## config.mk

```make
export PLATFORM = sky130hd
export DESIGN_NAME = const_fold_alu16_flat
export DESIGN_NICKNAME = d
export VERILOG_FILES = /design/src/rtl/cfa_pkg.sv /design/src/rtl/cfa_if.sv /design/src/rtl/cfa_front.sv /design/src/rtl/cfa_div_stage.sv /design/src/rtl/cfa_back.sv /design/src/rtl/const_fold_alu16.sv /design/src/flat_wrapper.sv
export SDC_FILE = /design/constraint.sdc
export NUM_CORES = 2
export LEC_CHECK = 0
export BUFFER_PORTS_ARGS = -buffer_cell sky130_fd_sc_hd__buf_2
export CORE_MARGIN = 2
export CORE_UTILIZATION = 55
export CTS_CLUSTER_DIAMETER = 40
export DETAILED_ROUTE_END_ITERATION = 16
export PLACE_DENSITY = 0.71
export SYNTH_ARGS = -nofsm -noshare
export SYNTH_HDL_FRONTEND = slang
export SYNTH_SLANG_ARGS = --single-unit
```

## constraint.sdc

```tcl
create_clock -name clk -period 12.01 [get_ports clk]
set_input_delay 1.201 -clock clk [delete_from_list [all_inputs] [get_ports clk]]
set_output_delay 1.201 -clock clk [all_outputs]
set_load 0.01 [all_outputs]
```

## src/rtl/cfa_pkg.sv

```systemverilog
// Package: operation codes, status codes, pipeline payload and divider step.
package cfa_pkg;

  localparam int DataW        = 16;
  localparam int CmdW         = 5;
  localparam int StatusW      = 2;
  localparam int DivStages    = 4;
  localparam int BitsPerStage = DataW / DivStages;

  localparam logic [CmdW-1:0] CMD_ADD = 5'd0;
  localparam logic [CmdW-1:0] CMD_SUB = 5'd1;
  localparam logic [CmdW-1:0] CMD_MUL = 5'd2;
  localparam logic [CmdW-1:0] CMD_DIV = 5'd3;
  localparam logic [CmdW-1:0] CMD_MOD = 5'd4;
  localparam logic [CmdW-1:0] CMD_AND = 5'd5;
  localparam logic [CmdW-1:0] CMD_OR  = 5'd6;
  localparam logic [CmdW-1:0] CMD_XOR = 5'd7;
  localparam logic [CmdW-1:0] CMD_NEG = 5'd8;
  localparam logic [CmdW-1:0] CMD_CPL = 5'd9;
  localparam logic [CmdW-1:0] CMD_SHL = 5'd10;
  localparam logic [CmdW-1:0] CMD_SHR = 5'd11;
  localparam logic [CmdW-1:0] CMD_EQ  = 5'd12;
  localparam logic [CmdW-1:0] CMD_NE  = 5'd13;
  localparam logic [CmdW-1:0] CMD_LT  = 5'd14;
  localparam logic [CmdW-1:0] CMD_GT  = 5'd15;
  localparam logic [CmdW-1:0] CMD_LE  = 5'd16;
  localparam logic [CmdW-1:0] CMD_GE  = 5'd17;
  localparam logic [CmdW-1:0] CMD_SEL = 5'd18;

  localparam logic [StatusW-1:0] ST_FOLDED = 2'd0;
  localparam logic [StatusW-1:0] ST_DIVCHK = 2'd1;
  localparam logic [StatusW-1:0] ST_NOFOLD = 2'd2;

  typedef logic [DataW-1:0] word_t;

  typedef struct packed {
    logic                is_div;
    logic                is_mod;
    logic [StatusW-1:0]  status;
    word_t               value;
    word_t               rem;
    word_t               quo;
    word_t               dvsr;
    logic                neg_q;
    logic                neg_r;
  } pipe_t;

  // BitsPerStage restoring-division steps: the dividend shifts out of quo while
  // quotient bits shift in behind it.
  function automatic pipe_t div_step(input pipe_t p);
    pipe_t          o;
    logic [DataW:0] trial;
    o = p;
    for (int i = 0; i < BitsPerStage; i++) begin
      trial = {o.rem, o.quo[DataW-1]};
      o.quo = {o.quo[DataW-2:0], 1'b0};
      if (trial >= {1'b0, o.dvsr}) begin
        trial    = trial - {1'b0, o.dvsr};
        o.quo[0] = 1'b1;
      end
      o.rem = trial[DataW-1:0];
    end
    return o;
  endfunction

endpackage

```

## src/rtl/cfa_if.sv

```systemverilog
// Channel interfaces for the operand and result streams.
interface cfa_in_if;
  logic                                 valid;
  logic                                 ready;
  logic        [cfa_pkg::CmdW-1:0]      cmd;
  logic signed [cfa_pkg::DataW-1:0]     lhs_value;
  logic signed [cfa_pkg::DataW-1:0]     rhs_value;
  logic signed [cfa_pkg::DataW-1:0]     else_value;
  logic                                 lhs_unsigned;
  logic                                 rhs_unsigned;

  modport source (output valid, cmd, lhs_value, rhs_value, else_value, lhs_unsigned,
                  rhs_unsigned, input ready);
  modport sink (input valid, cmd, lhs_value, rhs_value, else_value, lhs_unsigned,
                rhs_unsigned, output ready);
endinterface

interface cfa_out_if;
  logic                                 valid;
  logic                                 ready;
  logic signed [cfa_pkg::DataW-1:0]     result_value;
  logic        [cfa_pkg::StatusW-1:0]   fold_status;

  modport source (output valid, result_value, fold_status, input ready);
  modport sink (input valid, result_value, fold_status, output ready);
endinterface

```

## src/rtl/cfa_front.sv

```systemverilog
// First stage: decode, the operations that need no divider (multiply among them) and divider setup.
module cfa_front (
  input  logic           clk,
  input  logic           rst_n,
  cfa_in_if.sink         in_ch,
  output logic           out_valid,
  output cfa_pkg::pipe_t out_data,
  input  logic           out_ready
);
  import cfa_pkg::*;

  logic  valid_r, valid_nxt;
  pipe_t data_r, data_nxt;
  logic  stage_ready;

  word_t ua, ub, uc;
  logic  uns, a_neg, b_neg, big_shift;
  word_t mag_a, mag_b;

  assign stage_ready = !valid_r || out_ready;
  assign in_ch.ready = stage_ready;
  assign out_valid   = valid_r;
  assign out_data    = data_r;

  always_comb begin
    ua        = in_ch.lhs_value;
    ub        = in_ch.rhs_value;
    uc        = in_ch.else_value;
    uns       = in_ch.lhs_unsigned || in_ch.rhs_unsigned;
    a_neg     = !uns && ua[DataW-1];
    b_neg     = !uns && ub[DataW-1];
    mag_a     = a_neg ? (~ua + word_t'(1)) : ua;
    mag_b     = b_neg ? (~ub + word_t'(1)) : ub;
    big_shift = |ub[DataW-1:$clog2(DataW)];

    data_nxt        = '0;
    data_nxt.status = ST_FOLDED;
    data_nxt.quo    = mag_a;
    data_nxt.dvsr   = mag_b;
    data_nxt.neg_q  = a_neg ^ b_neg;
    data_nxt.neg_r  = a_neg;

    unique case (in_ch.cmd)
      CMD_ADD: data_nxt.value = ua + ub;
      CMD_SUB: data_nxt.value = ua - ub;
      CMD_MUL: data_nxt.value = ua * ub;
      CMD_DIV, CMD_MOD: begin
        data_nxt.is_div = 1'b1;
        data_nxt.is_mod = (in_ch.cmd == CMD_MOD);
        if (ub == '0) begin
          data_nxt.status = ST_DIVCHK;
        end
      end
      CMD_AND: data_nxt.value = ua & ub;
      CMD_OR:  data_nxt.value = ua | ub;
      CMD_XOR: data_nxt.value = ua ^ ub;
      CMD_NEG: data_nxt.value = word_t'(0) - ua;
      CMD_CPL: data_nxt.value = ~ua;
      CMD_SHL: data_nxt.value = big_shift ? '0 : (ua << ub[$clog2(DataW)-1:0]);
      CMD_SHR: begin
        if (uns) begin
          data_nxt.value = big_shift ? '0 : (ua >> ub[$clog2(DataW)-1:0]);
        end else if (big_shift) begin
          data_nxt.value = {DataW{ua[DataW-1]}};
        end else begin
          data_nxt.value = word_t'($signed(ua) >>> ub[$clog2(DataW)-1:0]);
        end
      end
      CMD_EQ:  data_nxt.value = word_t'($signed(ua) == $signed(ub));
      CMD_NE:  data_nxt.value = word_t'($signed(ua) != $signed(ub));
      CMD_LT:  data_nxt.value = word_t'($signed(ua) <  $signed(ub));
      CMD_GT:  data_nxt.value = word_t'($signed(ua) >  $signed(ub));
      CMD_LE:  data_nxt.value = word_t'($signed(ua) <= $signed(ub));
      CMD_GE:  data_nxt.value = word_t'($signed(ua) >= $signed(ub));
      CMD_SEL: data_nxt.value = (ua != '0) ? ub : uc;
      default: data_nxt.status = ST_NOFOLD;
    endcase
  end

  always_comb begin
    valid_nxt = valid_r;
    if (stage_ready) begin
      valid_nxt = in_ch.valid;
    end
  end

  always_ff @(posedge clk) begin
    if (!rst_n) begin
      valid_r <= 1'b0;
    end else begin
      valid_r <= valid_nxt;
    end
  end

  always_ff @(posedge clk) begin
    if (in_ch.valid && stage_ready) begin
      data_r <= data_nxt;
    end
  end

endmodule

```

## src/rtl/cfa_div_stage.sv

```systemverilog
// One divider stage: a group of restoring steps with its own beat register.
module cfa_div_stage (
  input  logic           clk,
  input  logic           rst_n,
  input  logic           in_valid,
  input  cfa_pkg::pipe_t in_data,
  output logic           in_ready,
  output logic           out_valid,
  output cfa_pkg::pipe_t out_data,
  input  logic           out_ready
);
  import cfa_pkg::*;

  logic  valid_r, valid_nxt;
  pipe_t data_r;

  assign in_ready  = !valid_r || out_ready;
  assign out_valid = valid_r;
  assign out_data  = data_r;

  always_comb begin
    valid_nxt = valid_r;
    if (in_ready) begin
      valid_nxt = in_valid;
    end
  end

  always_ff @(posedge clk) begin
    if (!rst_n) begin
      valid_r <= 1'b0;
    end else begin
      valid_r <= valid_nxt;
    end
  end

  always_ff @(posedge clk) begin
    if (in_valid && in_ready) begin
      data_r <= div_step(in_data);
    end
  end

endmodule

```

## src/rtl/cfa_back.sv

```systemverilog
// Last stage: sign fix of quotient and remainder, result select, output register.
module cfa_back (
  input  logic           clk,
  input  logic           rst_n,
  input  logic           in_valid,
  input  cfa_pkg::pipe_t in_data,
  output logic           in_ready,
  cfa_out_if.source      out_ch
);
  import cfa_pkg::*;

  logic               valid_r, valid_nxt;
  word_t              result_r, result_nxt;
  logic [StatusW-1:0] status_r;
  word_t              quo_fix, rem_fix;

  assign in_ready            = !valid_r || out_ch.ready;
  assign out_ch.valid        = valid_r;
  assign out_ch.result_value = result_r;
  assign out_ch.fold_status  = status_r;

  always_comb begin
    quo_fix = in_data.neg_q ? (~in_data.quo + word_t'(1)) : in_data.quo;
    rem_fix = in_data.neg_r ? (~in_data.rem + word_t'(1)) : in_data.rem;
    priority if (in_data.status != ST_FOLDED) begin
      result_nxt = '0;
    end else if (in_data.is_div) begin
      result_nxt = in_data.is_mod ? rem_fix : quo_fix;
    end else begin
      result_nxt = in_data.value;
    end
  end

  always_comb begin
    valid_nxt = valid_r;
    if (in_ready) begin
      valid_nxt = in_valid;
    end
  end

  always_ff @(posedge clk) begin
    if (!rst_n) begin
      valid_r <= 1'b0;
    end else begin
      valid_r <= valid_nxt;
    end
  end

  always_ff @(posedge clk) begin
    if (in_valid && in_ready) begin
      result_r <= result_nxt;
      status_r <= in_data.status;
    end
  end

endmodule

```

## src/rtl/const_fold_alu16.sv

```systemverilog
// Top level of the 16-bit constant folding unit.
//
//   channel | dir | handshake            | beat contents
//   in_ch   | in  | valid/ready          | cmd, lhs/rhs/else values, unsigned flags
//   out_ch  | out | valid/ready          | result_value, fold_status
//
// One beat enters per cycle while the output is not stalled.
// The depth is set by the divider: four stages of four restoring steps each,
// between a decode stage and a sign-fix/output stage.
// Every stage has its own valid bit and takes a beat when it is empty or its
// successor takes its beat, so a stalled output fills bubbles upstream first.
// Reset (synchronous, active low) clears all valid bits; payload is not reset.
module const_fold_alu16 (
  input  logic      clk,
  input  logic      rst_n,
  cfa_in_if.sink    in_ch,
  cfa_out_if.source out_ch
);
  import cfa_pkg::*;

  logic  stg_valid [0:DivStages];
  logic  stg_ready [0:DivStages];
  pipe_t stg_data  [0:DivStages];

  cfa_front u_front (
    .clk       (clk),
    .rst_n     (rst_n),
    .in_ch     (in_ch),
    .out_valid (stg_valid[0]),
    .out_data  (stg_data[0]),
    .out_ready (stg_ready[0])
  );

  for (genvar k = 0; k < DivStages; k++) begin : g_div
    cfa_div_stage u_div (
      .clk       (clk),
      .rst_n     (rst_n),
      .in_valid  (stg_valid[k]),
      .in_data   (stg_data[k]),
      .in_ready  (stg_ready[k]),
      .out_valid (stg_valid[k+1]),
      .out_data  (stg_data[k+1]),
      .out_ready (stg_ready[k+1])
    );
  end

  cfa_back u_back (
    .clk      (clk),
    .rst_n    (rst_n),
    .in_valid (stg_valid[DivStages]),
    .in_data  (stg_data[DivStages]),
    .in_ready (stg_ready[DivStages]),
    .out_ch   (out_ch)
  );

endmodule

```

## src/flat_wrapper.sv

```systemverilog
// flat-port wrapper written by rule: the top's interface ports become plain ports
module const_fold_alu16_flat import cfa_pkg::*;
  (clk, rst_n, in_ch_valid, in_ch_cmd, in_ch_lhs_value, in_ch_rhs_value, in_ch_else_value, in_ch_lhs_unsigned, in_ch_rhs_unsigned, in_ch_ready, out_ch_valid, out_ch_result_value, out_ch_fold_status, out_ch_ready);
  cfa_in_if in_ch_i ();
  cfa_out_if out_ch_i ();
  input  logic clk;
  input  logic rst_n;
  input wire logic [$bits(in_ch_i.valid)-1:0] in_ch_valid;
  input wire logic [$bits(in_ch_i.cmd)-1:0] in_ch_cmd;
  input wire logic [$bits(in_ch_i.lhs_value)-1:0] in_ch_lhs_value;
  input wire logic [$bits(in_ch_i.rhs_value)-1:0] in_ch_rhs_value;
  input wire logic [$bits(in_ch_i.else_value)-1:0] in_ch_else_value;
  input wire logic [$bits(in_ch_i.lhs_unsigned)-1:0] in_ch_lhs_unsigned;
  input wire logic [$bits(in_ch_i.rhs_unsigned)-1:0] in_ch_rhs_unsigned;
  output wire logic [$bits(in_ch_i.ready)-1:0] in_ch_ready;
  output wire logic [$bits(out_ch_i.valid)-1:0] out_ch_valid;
  output wire logic [$bits(out_ch_i.result_value)-1:0] out_ch_result_value;
  output wire logic [$bits(out_ch_i.fold_status)-1:0] out_ch_fold_status;
  input wire logic [$bits(out_ch_i.ready)-1:0] out_ch_ready;
  assign in_ch_i.valid = in_ch_valid;
  assign in_ch_i.cmd = in_ch_cmd;
  assign in_ch_i.lhs_value = in_ch_lhs_value;
  assign in_ch_i.rhs_value = in_ch_rhs_value;
  assign in_ch_i.else_value = in_ch_else_value;
  assign in_ch_i.lhs_unsigned = in_ch_lhs_unsigned;
  assign in_ch_i.rhs_unsigned = in_ch_rhs_unsigned;
  assign in_ch_ready = in_ch_i.ready;
  assign out_ch_valid = out_ch_i.valid;
  assign out_ch_result_value = out_ch_i.result_value;
  assign out_ch_fold_status = out_ch_i.fold_status;
  assign out_ch_i.ready = out_ch_ready;
  const_fold_alu16 u_core (.clk(clk), .rst_n(rst_n), .in_ch(in_ch_i), .out_ch(out_ch_i));
endmodule
```

==> After elaboration in Yosys (flattened, before gate mapping) <==
Index checks and enable logic that the tools add are counted.
{ "op_classes": {"magnitude_cmp": 20, "muxes": 59, "bitwise": 8, "multipliers": 1, "eq_ne": 20, "shift": 3, "n_reduce_logical": 29, "add_sub_neg": 23} }
{ "op_table": {"columns": ["cell", "count"], "rows": [
  ["$mux 16", 39],
  ["$pmux 16 s17", 1],
  ["$sub 16x16->16", 16],
  ["$ge 17x16->1", 15],
  ["$add 16x1->16 const B", 4],
  ["$not 16->16", 4],
  ["$eq 5x4->1 const B", 8],
  ["$eq 5x3->1 const B", 4],
  ["$mux 1", 17],
  ["$reduce_or 17->1", 1],
  ["$add 16x16->16", 1],
  ["$and 16x16->16", 1],
  ["$eq 16x16->1", 1],
  ["$ge 1x16->1", 1],
  ["$ge 16x16->1", 1],
  ["$gt 16x16->1", 1],
  ["$le 16x16->1", 1],
  ["$logic_not 16->1", 1],
  ["$lt 16x16->1", 1],
  ["$mul 16x16->16", 1],
  ["$ne 16x16->1", 1],
  ["$or 16x16->16", 1],
  ["$reduce_bool 16->1", 1],
  ["$shl 16x4->16", 1],
  ["other kinds (18)", 40]
]} }
{ "totals": {"word_cells": 214, "output_inout_bits": 20, "inputBits": 59, "register_bits": 342} }

==> Logic depth before layout (Yosys ltp) <==
{ "depth": {"word_depth": 16, "depth_mapped": 50} }

==> By module <==
From an unflattened synthesis, not the netlist that was laid out.
{ "unflattened": {"cells_unflattened": 3912, "hier_area_um2": 36466.2} }
{ "by_module_without_submodules": {"columns": ["module", "area_per_inst_um2", "seq_area_each_um2", "n_inst", "cells_each"], "rows": [
  ["cfa_front", 10799.1, 1641.6, 1, 1358],
  ["cfa_div_stage at u_core.g_div[1].u_div", 6232.2, 2122.0, 1, 647],
  ["cfa_div_stage at u_core.g_div[0].u_div", 6003.3, 2122.0, 1, 586],
  ["cfa_div_stage at u_core.g_div[2].u_div", 5984.5, 2122.0, 1, 594],
  ["cfa_div_stage at u_core.g_div[3].u_div", 5743.0, 2122.0, 1, 530],
  ["cfa_back", 1704.1, 560.5, 1, 197]
]} }

==> Worst setup path before layout <==
No wires, ideal clock.
{ "synth_path": {"path_kind": "flip-flop to flip-flop", "from": "register u_core.g_div[2].u_div.data_r, in the netlist u_core.g_div[2].u_div.out_data[3]", "to": "register u_core.g_div[3].u_div.data_r, in the netlist u_core.g_div[3].u_div.out_data[43] (data pin)", "t_required_ps": 11750, "path_stages_with_launch": 48, "setup_time_ps": 260, "slack_ps": 1130, "t_arrival_ps": 10620, "path_cell_list": "edfxtp_1 > inv_1 > ha_1 > nor2b_1 > o31a_1 > or4_1 > a211oi_1 > or2_0 > buf_2 > clkbuf_1 > clkbuf_1 > a22oi_1 > inv_1 > ha_1 > nor2b_1 > o31a_1 > o41ai_1 > a21oi_1 > (+12 left out) > a211o_1 > a21oi_1 > o21ai_0 > a31oi_4 > mux2i_1 > ha_1 > nor2b_1 > o21a_1 > o21ai_0 > a21oi_1 > a41o_1 > o41ai_1 > o311ai_0 > a311oi_1 > nor2_1 > a211oi_4 > buf_6 > mux2_4"} }
{ "synth_between": {"elab_chain_cells": 11} }
{ "synth_rtl": {"columns": ["item", "line_no", "text"], "rows": [
  ["start: declaration", "cfa_div_stage.sv:15", "pipe_t data_r;"],
  ["start signal: assignment", "cfa_div_stage.sv:38", "data_r <= div_step(in_data);"],
  ["$sub 16x16->16 / $ge 17x16->1 (equally long branches)", "cfa_pkg.sv:58, cfa_pkg.sv:57", null],
  ["$mux 16", "cfa_pkg.sv:57", "if (trial >= {1'b0, o.dvsr}) begin"],
  ["$mux 16", "cfa_div_stage.sv:37", "if (in_valid && in_ready) begin"],
  ["$sub 16x16->16 / $ge 17x16->1 (equally long branches)", "cfa_pkg.sv:58, cfa_pkg.sv:57", null],
  ["$mux 16", "cfa_pkg.sv:57", null],
  ["$mux 16", "cfa_div_stage.sv:37", null],
  ["$sub 16x16->16 / $ge 17x16->1 (equally long branches)", "cfa_pkg.sv:58, cfa_pkg.sv:57", null],
  ["$mux 16", "cfa_pkg.sv:57", null],
  ["$mux 16", "cfa_div_stage.sv:37", null],
  ["$sub 16x16->16 / $ge 17x16->1 (equally long branches)", "cfa_pkg.sv:58, cfa_pkg.sv:57", null],
  ["$mux 16 *", "cfa_pkg.sv:57", null],
  ["end signal: assignment", "cfa_div_stage.sv:38", null],
  ["end: declaration", "cfa_div_stage.sv:15", null]
]} }
Mark *: on every way between the ends. The rest lies on a longest branch, timed or not. The select of a mux whose other input is x is not followed.
A chain may end at the register's enable or synchronous reset.

==> Final worst setup path <==
{ "layout_path": {"from": "register u_core.g_div[2].u_div.data_r, in the netlist u_core.g_div[2].u_div.out_data[14]", "to": "register u_core.g_div[3].u_div.data_r, in the netlist u_core.g_div[3].u_div.out_data[41] (data pin)"} }
{ "layout_between": {"elab_chain_cells": 11} }
{ "layout_rtl": {"columns": ["item", "line_no"], "rows": [
  ["$sub 16x16->16 / $ge 17x16->1 (equally long branches)", "cfa_pkg.sv:58, cfa_pkg.sv:57"],
  ["$mux 16", "cfa_pkg.sv:57"],
  ["$mux 16", "cfa_div_stage.sv:37"],
  ["$sub 16x16->16 / $ge 17x16->1 (equally long branches)", "cfa_pkg.sv:58, cfa_pkg.sv:57"],
  ["$mux 16", "cfa_pkg.sv:57"],
  ["$mux 16", "cfa_div_stage.sv:37"],
  ["$ge 17x16->1 / $sub 16x16->16 (equally long branches)", "cfa_pkg.sv:57, cfa_pkg.sv:58"],
  ["$mux 16", "cfa_pkg.sv:57"],
  ["$mux 16", "cfa_div_stage.sv:37"],
  ["$sub 16x16->16 / $ge 17x16->1 (equally long branches)", "cfa_pkg.sv:58, cfa_pkg.sv:57"],
  ["$mux 16 *", "cfa_pkg.sv:57"]
]} }
Marks and branches as above.

==> qor.txt <==
Slew HR -> 29.7%
Slew Limit Fails -> 0
grt ovf -> 0
cell family with most CP delay -> compound AO/OA/AOI/OAI gates
clk_skew -> 29.3 ps
cell row count -> 90
ys async rst share -> 0%
f_max -> 89.7 MHz
Antenna Nets Post-Route -> 0
CP bufs+invs -> 4
pwr dens -> 156 mW/mm^2
Min-Delay Startpoint -> u_core.g_div[2].u_div.out_data[68]
clk sinks -> 342
Critical Path Most Common Cell -> a21oi_1
Worst-Skew Late Latency -> 570 ps
min Tclk post-route -> 11150 ps
final wirelength -> 98.5 mm
ys flop type -> edfxtp_1
DP Worst Slack -> 204 ps
Avg WL per Cell -> 21.9 microns
via count -> 27900
hold depth -> 0
CTS tree -> yes
initial core utilization -> 55.7%
first-pass GRT wire length -> 152 mm
Die H -> 251 microns
Cells after DPL -> 4418
Least-Margin Pin Slew -> 1050 ps
fin util -> 60.1%
clk slew on worst S/H paths -> 60 ps
Final Cell Area -> 0.0362 sq mm
Synth Warn # -> 0
nets@finish -> 4182
area grow syn2layout -> 7.88%
post-synthesis sequential area ratio -> 30.4%
final hold vios -> 0
commonest non-fill, non-tap cells in the layout -> ha_1 (344), edfxtp_1 (336), nand2_1 (319)
placed inst area -> 0.0348 sq mm
largest net degree at the start of global routing -> 71
Worst R2R Setup Slack -> 860 ps
WP data required -> 12320 ps
vias in the first global route -> 26600
switching share of total power -> 39.9%
GRT Overall Usage -> 30.8%
RR Startpoint -> u_core.g_div[2].u_div.out_data[14]
synthesis-stage register bit count -> 342
WHS Endpoint -> u_core.g_div[3].u_div.out_data[68]
Post-Syn Area -> 0.0336 sq mm
final setup violation count -> 0
Flop pwr share -> 25.7%
switching power -> 2.26 mW
PnR worst setup slack -> 861 ps
post-detail-place hpwl -> 75.7 mm
Peak VDD IR -> 0.355 mV
clock buffer depth -> 3
Post-Syn Nets -> 4149
DRT Pass-1 Iters -> 6
commonest non-fill, non-tap cell in the layout -> ha_1
Lkg Pwr -> 15.1 nW
hold_buf cts -> 0
CP endpoint kind -> flip-flop
Setup TNS -> 0 ps
reg-to-reg endpoint -> u_core.g_div[3].u_div.out_data[41]
DR vias/cell -> 6.19
non-filler cells, final -> 4498
num ports -> 79
Hold Crit Class -> flip-flop to flip-flop
Crit Path Max Fanout -> 18
Comb power frac -> 53.0%
Setup crit start kind -> flip-flop
ANT cells -> 0
share of layout cells above drive strength 1 -> 9.77%
PortBufs -> 78
RSZ-0062 raised after global routing -> false
Arrival @ worst endpoint -> 11460 ps
Pint -> 3.40 mW
Core ar. -> 0.0604 sq mm
CP max stage delay -> 400 ps
Syn Area/Cell -> 9.21 sq um
clock power share -> 21.3%
final worst-path cycle share -> 92.8%
Gate Count Post-Synth -> 3649
worst-case reg-to-reg path depth -> 44
Post-synth EDFFs -> 336
H-tree depth -> 2
status -> completed
max-cap violations -> 0
kind of critical path -> flip-flop to flip-flop
drt drc -> 0
Placer Congestion -> 1.03
slowest stage cell, crit path -> edfxtp_1
initial antenna violation count -> 0
Unique masters post-synth -> 97
die width -> 251 microns
TritonCTS buffer count -> 42
total power -> 5.66 mW
DIE AREA -> 0.0631 sq mm
Final Hold Slack -> 388 ps
Initial DRC Count -> 2649
Clock Tree Root -> clkbuf_16
power groups by stage:
stage	Sequential [mW]	Clock, mW	Combinational [mW]
6_report	1.46	1.21	3.00
3_3_place_gp	1.48	0	2.88
2_1_floorplan	1.47	0	2.20
5_1_grt	1.46	1.27	3.28
4_1_cts	1.46	1.23	2.94
3_5_place_dp	1.48	0	2.91
cells by family (layout without fill, tap and decap cells):
family | Yosys count | after routing | share of synthesized area (%)
flops | 342 | 342 | 30.4
buf+inv | 462 | 529 | 5.26
fa+ha+maj | 441 | 441 | 18.6
mux | 192 | 192 | 6.53
compound gates | 934 | 934 | 18.1
simple gates | 988 | 988 | 13.6
xor+xnor | 290 | 290 | 7.56
synth_stat cells (66+ instances only):
master	number	area (sq um)
ha_1	344	4300
edfxtp_1	336	10100
nand2_1	319	1200
inv_1	316	1190
nor2_1	291	1090
a21oi_1	258	1290
o21ai_0	220	1100
xnor2_1	210	1840
mux2_2	103	1160
fa_1	97	1940
clkbuf_1	91	342
xor2_1	80	701
nor3_1	70	350
a21o_1	66	495
mux2i_1	66	661
worst max path at each step:
stage / startpoint / cells after the start / slack (ps) / to
finish: u_core.g_div[2].u_div.out_data[14] / 44 / 860 / u_core.g_div[3].u_div.out_data[41]
global route: u_core.g_div[2].u_div.out_data[3] / 44 / 7 / u_core.g_div[3].u_div.out_data[36]
CTS: u_core.g_div[1].u_div.out_data[3] / 42 / 180 / u_core.g_div[2].u_div.out_data[49]
detailed placement: u_core.g_div[1].u_div.out_data[3] / 42 / 200 / u_core.g_div[2].u_div.out_data[47]
global placement: u_core.g_div[1].u_div.out_data[3] / 42 / 200 / u_core.g_div[2].u_div.out_data[49]
floorplan: u_core.g_div[2].u_div.out_data[3] / 47 / 1130 / u_core.g_div[3].u_div.out_data[43]
per-layer routing:
metal  up-vias  GRT usage, %  routed length [microns]
li1      13300             -                        -
met1     13200          42.2                    42200
met2      1134          48.5                    43900
met3       267          4.42                     7590
met4         0          13.8                     4850
met5         -             0                        0
sequential cells by signal, indices dropped and copies added (netlist names):
name,cells
u_core.g_div.u_div.out_data,264
u_core.u_front.out_data,54
u_core.u_back.out_ch.result_value,16
u_core.g_div.u_div.out_valid,4
u_core.u_back.out_ch.fold_status,2
u_core.u_back.out_ch.valid,1
u_core.u_front.out_valid,1
worst reg2reg max path, delay by kind of cell, from the launching register on:
kind / cells / cell delay (ps)
multiplexers: 3 / 1090
AND/OR/NAND/NOR: 10 / 2160
flip-flops: 1 / 400
buffers and inverters: 4 / 990
adder cells (fa/ha/maj): 4 / 1340
AO/OA/AOI/OAI: 23 / 4910
timing repair:
item	4_1_cts	5_1_grt
endpoints found under the setup margin	0	51
setup buffers	0	2
gates resized for setup	0	22
hold endpoints to repair	0	0
layout make-up:
| type | count | area, sq um |
|---|---|---|
| Tap cell | 782 | 978 |
| Clock inverter | 26 | 256 |
| Fill cell | 5298 | 24100 |
| Sequential cell | 342 | 10200 |
| Inverter | 336 | 1260 |
| Timing Repair Buffer | 115 | 668 |
| Multi-Input combinational cell | 2845 | 21800 |
| Clock buffer | 52 | 1100 |
No activity file was read; power rests on OpenSTA's default activity.
